[src/sv/ipv4dq_pkg.sv]
package ipv4dq_pkg;

   localparam logic [7:0] CHAR_ZERO  = 8'h30;
   localparam logic [7:0] CHAR_NINE  = 8'h39;
   localparam logic [7:0] CHAR_DOT   = 8'h2e;
   localparam logic [7:0] CHAR_SPACE = 8'h20;
   localparam logic [7:0] CHAR_NUL   = 8'h00;

   localparam logic [1:0]  LAST_OCTET  = 2'd3;
   localparam logic [1:0]  MAX_DIGITS  = 2'd3;
   localparam logic [3:0]  COUNT_MAX   = 4'hf;
   localparam logic [11:0] OCTET_LIMIT = 12'd255;
   localparam logic [3:0]  MIN_CONSUMED = 4'd7;

   typedef struct packed {
      logic [7:0] byte_in;
      logic       last_byte;
   } req_word_type;

   typedef struct packed {
      logic        ok;
      logic [31:0] address;
      logic [3:0]  consumed;
   } rsp_word_type;

   typedef struct packed {
      logic [1:0]  octet_idx;
      logic [1:0]  ndigits;
      logic [7:0]  octet_value;
      logic [23:0] address_acc;
      logic [3:0]  byte_count;
      logic        discarding;
   } parse_state_type;

endpackage

[src/sv/ipv4_dotted_quad_parser.sv]
// Parses a strict dotted-quad IPv4 address from a stream of ASCII bytes, one byte per
// word, with last_byte marking the final byte of each buffer. Each buffer yields exactly
// one result word: success with the address and byte count on a space or NUL after the
// fourth octet, or failure on the first bad byte or on an unterminated last byte. Bytes
// after a result are dropped until the last byte of the buffer. Each accepted byte is
// held in an input register, passes through the parser transition logic, and its
// result (if any) is loaded into the output register when that register is empty or being read.
// One byte is accepted every cycle as long as the result side keeps taking words.
module ipv4_dotted_quad_parser (
   input  logic                     clock,
   input  logic                     reset,
   input  logic                     req_valid,
   output logic                     req_ready,
   input  ipv4dq_pkg::req_word_type req_word,
   output logic                     rsp_valid,
   input  logic                     rsp_ready,
   output ipv4dq_pkg::rsp_word_type rsp_word
);

   logic                        in_valid_ff;
   logic                        in_valid_in;
   ipv4dq_pkg::req_word_type    in_word_ff;
   ipv4dq_pkg::req_word_type    in_word_in;
   logic                        out_valid_ff;
   logic                        out_valid_in;
   ipv4dq_pkg::rsp_word_type    out_word_ff;
   ipv4dq_pkg::rsp_word_type    out_word_in;
   ipv4dq_pkg::parse_state_type state_ff;
   ipv4dq_pkg::parse_state_type state_in;
   ipv4dq_pkg::parse_state_type step_state;
   logic                        step_valid;
   ipv4dq_pkg::rsp_word_type    step_word;
   logic                        advance;

   ipv4dq_step u_step (
      .cur_state    (state_ff),
      .word         (in_word_ff),
      .nxt_state    (step_state),
      .result_valid (step_valid),
      .result_word  (step_word)
   );

   assign advance = in_valid_ff && (!out_valid_ff || rsp_ready);
   assign req_ready = !in_valid_ff || advance;
   assign rsp_valid = out_valid_ff;
   assign rsp_word = out_word_ff;

   always_comb begin
      in_valid_in = in_valid_ff;
      in_word_in = in_word_ff;
      if (req_ready) begin
         in_valid_in = req_valid;
         in_word_in = req_word;
      end
      state_in = advance ? step_state : state_ff;
      out_valid_in = out_valid_ff && !rsp_ready;
      out_word_in = out_word_ff;
      if (advance && step_valid) begin
         out_valid_in = 1'b1;
         out_word_in = step_word;
      end
   end

   always_ff @(posedge clock) begin
      if (reset) begin
         in_valid_ff <= 1'b0;
         out_valid_ff <= 1'b0;
         state_ff <= '0;
      end else begin
         in_valid_ff <= in_valid_in;
         out_valid_ff <= out_valid_in;
         state_ff <= state_in;
      end
      in_word_ff <= in_word_in;
      out_word_ff <= out_word_in;
   end

   a_fail_zero: assert property (@(posedge clock) disable iff (reset)
      (rsp_valid && !rsp_word.ok) |-> (rsp_word.address == 32'd0 && rsp_word.consumed == 4'd0))
      else $error("failure word carries nonzero fields");

   a_ok_length: assert property (@(posedge clock) disable iff (reset)
      (rsp_valid && rsp_word.ok) |-> (rsp_word.consumed >= ipv4dq_pkg::MIN_CONSUMED))
      else $error("successful parse shorter than a minimal address");

   a_discard_set: assert property (@(posedge clock) disable iff (reset)
      (advance && step_valid && !in_word_ff.last_byte) |=> state_ff.discarding)
      else $error("result in mid buffer did not start discarding");

   a_discard_clean: assert property (@(posedge clock) disable iff (reset)
      state_ff.discarding |-> (state_ff.ndigits == 2'd0 && state_ff.octet_idx == 2'd0 &&
                               state_ff.byte_count == 4'd0))
      else $error("parser state not cleared while discarding");

endmodule

[src/sv/ipv4dq_step.sv]
module ipv4dq_step (
   input  ipv4dq_pkg::parse_state_type cur_state,
   input  ipv4dq_pkg::req_word_type    word,
   output ipv4dq_pkg::parse_state_type nxt_state,
   output logic                        result_valid,
   output ipv4dq_pkg::rsp_word_type    result_word
);

   logic        digit;
   logic [3:0]  digit_value;
   logic [7:0]  digit_offset;
   logic [11:0] octet_next;
   logic        fail;
   logic        done;

   assign digit = word.byte_in inside {[ipv4dq_pkg::CHAR_ZERO:ipv4dq_pkg::CHAR_NINE]};
   assign digit_offset = word.byte_in - ipv4dq_pkg::CHAR_ZERO;
   assign digit_value = digit_offset[3:0];
   assign octet_next = ({4'd0, cur_state.octet_value} * 12'd10) + {8'd0, digit_value};

   always_comb begin
      nxt_state = cur_state;
      result_valid = 1'b0;
      result_word = '0;
      fail = 1'b0;
      done = 1'b0;
      if (cur_state.discarding) begin
         if (word.last_byte) begin
            nxt_state = '0;
         end
      end else begin
         if (cur_state.ndigits == 2'd0) begin
            if (digit) begin
               nxt_state.octet_value = {4'd0, digit_value};
               nxt_state.ndigits = 2'd1;
            end else begin
               fail = 1'b1;
            end
         end else if (cur_state.octet_idx != ipv4dq_pkg::LAST_OCTET &&
                      word.byte_in == ipv4dq_pkg::CHAR_DOT) begin
            nxt_state.address_acc = {cur_state.address_acc[15:0], cur_state.octet_value};
            nxt_state.octet_value = 8'd0;
            nxt_state.octet_idx = cur_state.octet_idx + 2'd1;
            nxt_state.ndigits = 2'd0;
         end else if (cur_state.octet_idx == ipv4dq_pkg::LAST_OCTET &&
                      (word.byte_in == ipv4dq_pkg::CHAR_SPACE ||
                       word.byte_in == ipv4dq_pkg::CHAR_NUL)) begin
            done = 1'b1;
         end else if (digit && cur_state.ndigits != ipv4dq_pkg::MAX_DIGITS) begin
            // A digit after a lone zero is a leading zero.
            if ((cur_state.ndigits == 2'd1 && cur_state.octet_value == 8'd0) ||
                octet_next > ipv4dq_pkg::OCTET_LIMIT) begin
               fail = 1'b1;
            end else begin
               nxt_state.octet_value = octet_next[7:0];
               nxt_state.ndigits = cur_state.ndigits + 2'd1;
            end
         end else begin
            fail = 1'b1;
         end

         if (done) begin
            result_valid = 1'b1;
            result_word.ok = 1'b1;
            result_word.address = {cur_state.address_acc, cur_state.octet_value};
            result_word.consumed = cur_state.byte_count;
         end else begin
            if (!fail && cur_state.byte_count != ipv4dq_pkg::COUNT_MAX) begin
               nxt_state.byte_count = cur_state.byte_count + 4'd1;
            end
            if (fail || word.last_byte) begin
               result_valid = 1'b1;
            end
         end

         if (result_valid) begin
            nxt_state = '0;
            nxt_state.discarding = !word.last_byte;
         end
      end
   end

endmodule
[config.mk]
export PLATFORM = sky130hd
export DESIGN_NAME = ipv4_dotted_quad_parser
export DESIGN_NICKNAME = d
export VERILOG_FILES = /design/src/sv/ipv4dq_pkg.sv /design/src/sv/ipv4_dotted_quad_parser.sv /design/src/sv/ipv4dq_step.sv
export SDC_FILE = /design/constraint.sdc
export NUM_CORES = 1
export LEC_CHECK = 0
export BUFFER_PORTS_ARGS = -buffer_cell sky130_fd_sc_hd__buf_2
export CORE_MARGIN = 4
export CORE_UTILIZATION = 45
export CTS_BUF_LIST = sky130_fd_sc_hd__clkbuf_16
export CTS_CLUSTER_DIAMETER = 60
export DETAILED_ROUTE_END_ITERATION = 6
export PLACE_DENSITY = 0.67
export SYNTH_ARGS = -nofsm -noshare
export SYNTH_HDL_FRONTEND = slang
export SYNTH_HIERARCHICAL = 1
export SYNTH_SLANG_ARGS = --single-unit
[constraint.sdc]
create_clock -name clock -period 7.2 [get_ports clock]
set_clock_uncertainty 0.15 [all_clocks]
set_input_delay 0 -clock clock [delete_from_list [all_inputs] [get_ports clock]]
set_output_delay 0 -clock clock [all_outputs]
set_load 0.02 [all_outputs]
==> flow_summary.toml, run 1 <==
[floorplanning]
num_rows = 39
die_h_um = 116
ioPinCount = 52
die-area_sq_um = 13400
start_util = 0.458
die_w_um = 116
coreArea_sq_um = 11400

[outcome]
status = "completed"

[grt]
antenna_found_initial = 0
grt.overflow.total = 0
grt_start_max_net_pins = 85
grt_first_pass_wirelength_um = 18800
grt_pass1_vias = 3685
grt_usage = 0.178

[synth]
synthMuxAreaShare = 0.0842
synth_top_family_by_area = "simple AND/OR/NAND/NOR gates"
yosys.area_share.simple = 0.227
synth_ff_type = "edfxtp_1"
syn_area_sq_um = 5230
netlist_top_cells_area = "edfxtp_1, dfxtp_1, nand2b_1"
syn_nets = 521
synthAdderAreaFrac = 0.0555
synth-xor-area-share = 0.0100
ys_types = 53
seq_area_frac_synth = 0.428
ys_ff_latch = 89
ys_warn_count = 6
syn_inst = 486
synth_compound_area_frac = 0.137
synth_edf_count = 46
synth_top_area_cell = "edfxtp_1"
syn_avg_cell_area_sq_um = 10.8
synth_top_area_frac = 0.264
async_reset_ff_frac = 0

[placed_design]
portBuffers = 51
gp_congestion = 0.899
dp.final_hpwl_um = 7210
placed_cells = 655

[clock_network]
htree_num_levels = 3
clock-root-buffer = "clkbuf_16"
worst_skew_pair.late_latency_ps = 340
clk_pin_slew_ps = 60
clock-sinks = 89
cts_buffer_depth = 2
tritoncts = "yes"
post_cts_resize_count = 0
numCtsBuffers = 9

[drt]
drc = 0
ant_nets = 0
drt-initial-drc-count = 328
routed_wl_um = 11300
drt-vias-per-instance = 5.53
drt-pass1-iter-count = 4
wl_per_cell_um = 16.5
vias = 3779

[worst_hold_path]
holdPathStages = 2
hold_class = "input pin to register"
hold_path_end = "in_valid_ff$_SDFFE_PP0P_"
min_from = "reset"

[sta]
relSlewSlack = 0.287
setup-tns-final_ps = 0
finalHoldViolCount = 0
clock.fmax_mhz = 226
worst_pin_slew_ps = 1070
report.final.setup_viol = 0
finalMaxSlewViolations = 0
finalCriticalPeriod_ps = 4420
min_period_over_period = 0.614
rsz0062_at_grt = "false"

[power]
peakVddDrop_mv = 0.120
power_density_nw_per_um2 = 188
leakagePower_nw = 2.31

[critical_path]
r2r.worst_path.cells = 12
start_kind = "register"
crit_path_max_fanout = 37
cp.arrival_ps = 4220
r2r_slack_ps = 2780
critPathKind = "register to register"
reg2reg_to = "rsp_word[11]$_DFFE_PP_"
setup.worst_path.end_class = "register"
reg2reg_from = "state_ff[32]$_SDFFE_PP0P_"
cp.required_ps = 7000
critPathLaunch = "state_ff[32]$_SDFFE_PP0P_"

[job]
maxCapViolations = 0

[cells_and_area]
final_cells = 683
area_delta_synth_final_pct = 12.0
diodes = 0
drive_gt1_frac = 0.167
layout.nets = 570
-- worst max-delay path by stage --
stage / endpoint / slack [ps] / cells after the start
after floorplan: rsp_word[0]$_DFFE_PP_ / 2450 / 12
after global placement: rsp_word[10]$_DFFE_PP_ / 2910 / 12
after detailed placement: rsp_word[0]$_DFFE_PP_ / 2750 / 12
after CTS: rsp_word[11]$_DFFE_PP_ / 2730 / 12
after global routing: rsp_word[0]$_DFFE_PP_ / 2370 / 12
final: rsp_word[11]$_DFFE_PP_ / 2780 / 12
-- synth_stat cells, types with 3 or more instances --
library cell and instances:
a211oi_1 4, a21o_1 22, a21o_2 5, a21oi_1 11
a32o_1 29, and2_1 36, buf_12 4, buf_6 3
clkbuf_1 13, dfxtp_1 43, dlygate4sd3_1 7, edfxtp_1 46
ha_1 20, inv_1 7, mux2i_1 44, nand2_1 18
nand2b_1 84, nand3_1 6, nand4_1 3, nor2_1 22
nor3_1 5, nor3b_1 3, nor4_1 3, o21ai_0 9
xnor2_1 4
-- layout by cell type (no fill, tap or decap), types with 4 or more instances in the layout --
cell type / n
inv_1: 8
nand2b_1: 84
dfxtp_1: 43
a21oi_1: 11
ha_1: 20
xnor2_1: 4
a32o_1: 29
nor3_1: 4
edfxtp_1: 46
a21o_2: 5
a21o_1: 22
and2_1: 36
clkbuf_16: 9
buf_4: 5
a211oi_1: 4
dlygate4sd3_1: 12
o21ai_0: 9
mux2i_1: 44
buf_2: 51
nand3_1: 6
nor2_1: 20
nand2_1: 18
-- sequential cells by signal (all words and copies together) (netlist names) --
signal and flops:
state_ff 41, rsp_word 37, in_word_ff 9, in_valid_ff 1, rsp_valid 1
-- per-layer routing --
metal	GRT usage	vias up	wire, um
met3	0.0245	17	632
li1	-	1857	-
met1	0.254	1795	5340
met4	0.0673	0	202
met5	0	-	0
met2	0.273	110	5110
-- kinds of logic after synthesis --
family,Yosys count
AO/OA/AOI/OAI,90
XOR/XNOR,6
adder cells (fa/ha/maj),22
buffers and inverters,37
flip-flops,89
multiplexers,44
AND/OR/NAND/NOR,198
-- report_power, final --
part           leakage (nW)  internal [mW]  switching [mW]  total, mW
Combinational          1.39         0.0320          0.0492     0.0812
Clock                 0.149          0.269           0.196      0.465
Sequential            0.777          0.547         0.00866      0.556
Total                  2.31          0.848           0.254       1.10
-- timing repair --
item | CTS | global route
setup buffers | 0 | 0
hold endpoints to repair | 11 | 0
hold buffers | 12 | 0
-- per-stage QoR --
step / total power, mW / setup WS, ps / instance area [sq um] / utilization / hold slack [ps]
final: 1.10 / 2780 / 5860 / 0.514 / 175
after global routing: 1.14 / 2370 / 5860 / 0.514 / 225
after CTS: 1.11 / 2730 / 5860 / 0.514 / 174
after detailed placement: 0.644 / 2750 / 5450 / 0.477 / 28.1
after global placement: 0.643 / 2910 / 5450 / 0.477 / 27.6
after floorplan: 0.626 / 2450 / 5230 / - / -51.1
-- critical path: stages (launching register included) --
cell and delay [ps]:
dfxtp_1 500, ha_1 300, ha_1 220, fa_1 400, a211oi_1 420, o21bai_1 140, nor3b_1 150, mux2i_1 370
or3_4 240, a21oi_1 70, nor2_1 150, nand2_1 110, nor2_4 780
-- final cells by class --
type | count | area, sq um
clock buffers | 9 | 225
clock inverters | 7 | 68.8
fillers | 1060 | 5550
inverters | 7 | 26.3
multi-input cells | 360 | 2710
flip-flops and latches | 89 | 2240
well taps | 143 | 179
repair buffers | 68 | 413
Power figures use the tool's default switching activity.
==> run 2: changes to the inputs <==
--- a/config.mk
+++ b/config.mk
@@ -11,7 +11,7 @@
 export CTS_BUF_LIST = sky130_fd_sc_hd__clkbuf_16
 export CTS_CLUSTER_DIAMETER = 60
 export DETAILED_ROUTE_END_ITERATION = 6
-export PLACE_DENSITY = 0.67
+export PLACE_DENSITY = 0.7
 export SYNTH_ARGS = -nofsm -noshare
 export SYNTH_HDL_FRONTEND = slang
 export SYNTH_HIERARCHICAL = 1
==> constraint.sdc (replaced) <==
create_clock -name clock -period 3.8 [get_ports clock]
set_clock_uncertainty 0.15 [all_clocks]
set_input_delay 0 -clock clock [delete_from_list [all_inputs] [get_ports clock]]
set_output_delay 0 -clock clock [all_outputs]
set_load 0.02 [all_outputs]
==> flow_summary.toml, run 2 (synthesized netlist as in run 1, its figures left out) <==
[outcome]
status = "completed"

[power]
sw_frac_of_total = 0.241
internal_power_mw = 1.55
power_switching_mw = 0.493
power_density_nw_per_um2 = 336
p_comb_frac = 0.086
clock_power_share = 0.400
pwr-share-seq = 0.514
leakagePower_nw = 2.42
peakVddDrop_mv = 0.178

[critical_path]
crit_buf_inv = 2
r2r.worst_path.cells = 13
start_kind = "register"
cp.arrival_ps = 3540
critPathKind = "register to register"
reg2reg_from = "state_ff[32]$_SDFFE_PP0P_"
r2r_slack_ps = 160
cp_cell_sequence = "ha_1 > ha_1 > a21oi_1 > a21oi_2 > or4b_2 > nand4_1 > or3_4 > a21oi_1 > nor2_1 > nand2_1 > nor2_4 > buf_12 > clkbuf_16"
reg2reg_to = "rsp_word[2]$_DFFE_PP_"
path_delay_family = "simple AND/OR/NAND/NOR gates"
max_stage_delay_ps = 620
setup.worst_path.end_class = "register"
cp.required_ps = 3700
crit_path_max_fanout = 9
critPathLaunch = "state_ff[32]$_SDFFE_PP0P_"
crit_slowest_cell = "or4b_2"

[clock_network]
worst_skew_pair.late_latency_ps = 340
numCtsBuffers = 9
clock-sinks = 89
clk_pin_slew_ps = 60
clock-root-buffer = "clkbuf_16"
htree_num_levels = 3
tritoncts = "yes"
cts_buffer_depth = 2

[grt]
grt_usage = 0.174
grt_first_pass_wirelength_um = 18500
grt.overflow.total = 0
grt_start_max_net_pins = 85
antenna_found_initial = 0
grt_pass1_vias = 3618

[floorplanning]
start_util = 0.458
ioPinCount = 52
die_h_um = 116
num_rows = 39
die-area_sq_um = 13400
die_w_um = 116
coreArea_sq_um = 11400

[sta]
clock.fmax_mhz = 275
whs_ps = 199
setup-tns-final_ps = 0
finalCriticalPeriod_ps = 3640
report.final.setup_viol = 0
finalMaxSlewViolations = 0
finalHoldViolCount = 0
rsz0062_at_grt = "false"
worst_pin_slew_ps = 1050
relSlewSlack = 0.297
min_period_over_period = 0.957

[drt]
ant_nets = 0
wl_per_cell_um = 16.7
drt-pass1-iter-count = 5
routed_wl_um = 11700
drc = 0
drt-vias-per-instance = 5.51
vias = 3860
drt-initial-drc-count = 361

[placed_design]
dp.final_hpwl_um = 7300
gp_congestion = 0.941
portBuffers = 51

[cells_and_area]
layout_commonest_cell = "nand2b_1"
layout.nets = 588
top_register = "state_ff"
final_cell_mix = "nand2b_1, buf_2, edfxtp_1, mux2i_1, dfxtp_1"
drive_gt1_frac = 0.208
final_core_util = 0.534
area_delta_synth_final_pct = 16.4
diodes = 0
num-fill-cells = 1010
largest_reg_flops = 41

[worst_hold_path]
hold_path_end = "in_valid_ff$_SDFFE_PP0P_"
hold_class = "input pin to register"
min_from = "reset"
holdPathStages = 2

[job]
maxCapViolations = 0
## run 2: final cells by class
class                   instances  area, sq um  share of cell area
clock buffers                   9          225              0.0370
clock inverters                 7         45.0             0.00739
inverters                       7         26.3             0.00431
multi-input cells             360         2740               0.450
flip-flops and latches         89         2250               0.369
well taps                     143          179              0.0294
repair buffers                 86          628               0.103
## run 2: power groups by stage
stage | clock network [mW] | registers (mW) | logic [mW]
final | 0.819 | 1.05 | 0.176
after global routing | 0.879 | 1.05 | 0.187
after floorplan | 0 | 1.10 | 0.0912
after CTS | 0.837 | 1.05 | 0.160
after detailed placement | 0 | 1.07 | 0.151
after global placement | 0 | 1.07 | 0.149
## run 2: worst max path at each step
stage	cells past startpoint	to	slack (ps)
CTS	13	rsp_word[0]$_DFFE_PP_	10
global route	14	rsp_word[20]$_DFFE_PP_	3
detailed placement	13	state_ff[23]$_SDFFE_PP0P_	10
global placement	13	rsp_word[6]$_DFFE_PP_	200
finish	13	rsp_word[2]$_DFFE_PP_	160
floorplan	12	rsp_word[0]$_DFFE_PP_	50
## run 2: timing repair
item | 4_1_cts | 5_1_grt
hold buffers | 12 | 0
hold endpoints to repair | 11 | 0
endpoints found under the setup margin | 43 | 67
gates cloned | 0 | 4
gates resized for setup | 1 | 8
pin swaps | 0 | 4
buffers inserted | 0 | 3
## run 2: metrics by stage
stage               power [mW]  setup WS, ps  instances  area [sq um]
detailed placement        1.22          9.53        666          5560
floorplan                 1.19          54.7        486          5240
global placement          1.22           198        666          5560
CTS                       2.05          9.71        694          5950
global route              2.12          3.25        701          6090
finish                    2.05           162        701          6090
## run 2: routing by layer
layer / vias to the layer above / GRT usage / share of wire
li1: 1892 / - / -
met1: 1860 / 0.243 / 0.47
met2: 95 / 0.276 / 0.47
met3: 13 / 0.0319 / 0.048
met4: 0 / 0.0526 / 0.014
met5: - / 0 / 0
## run 2: worst reg2reg max path, cell delays in order (launching register included)
cell	delay [ps]
dfxtp_4	380
ha_1	300
ha_1	380
a21oi_1	240
a21oi_2	140
or4b_2	620
nand4_1	150
or3_4	170
a21oi_1	70
nor2_1	180
nand2_1	110
nor2_4	170
buf_12	150
clkbuf_16	150
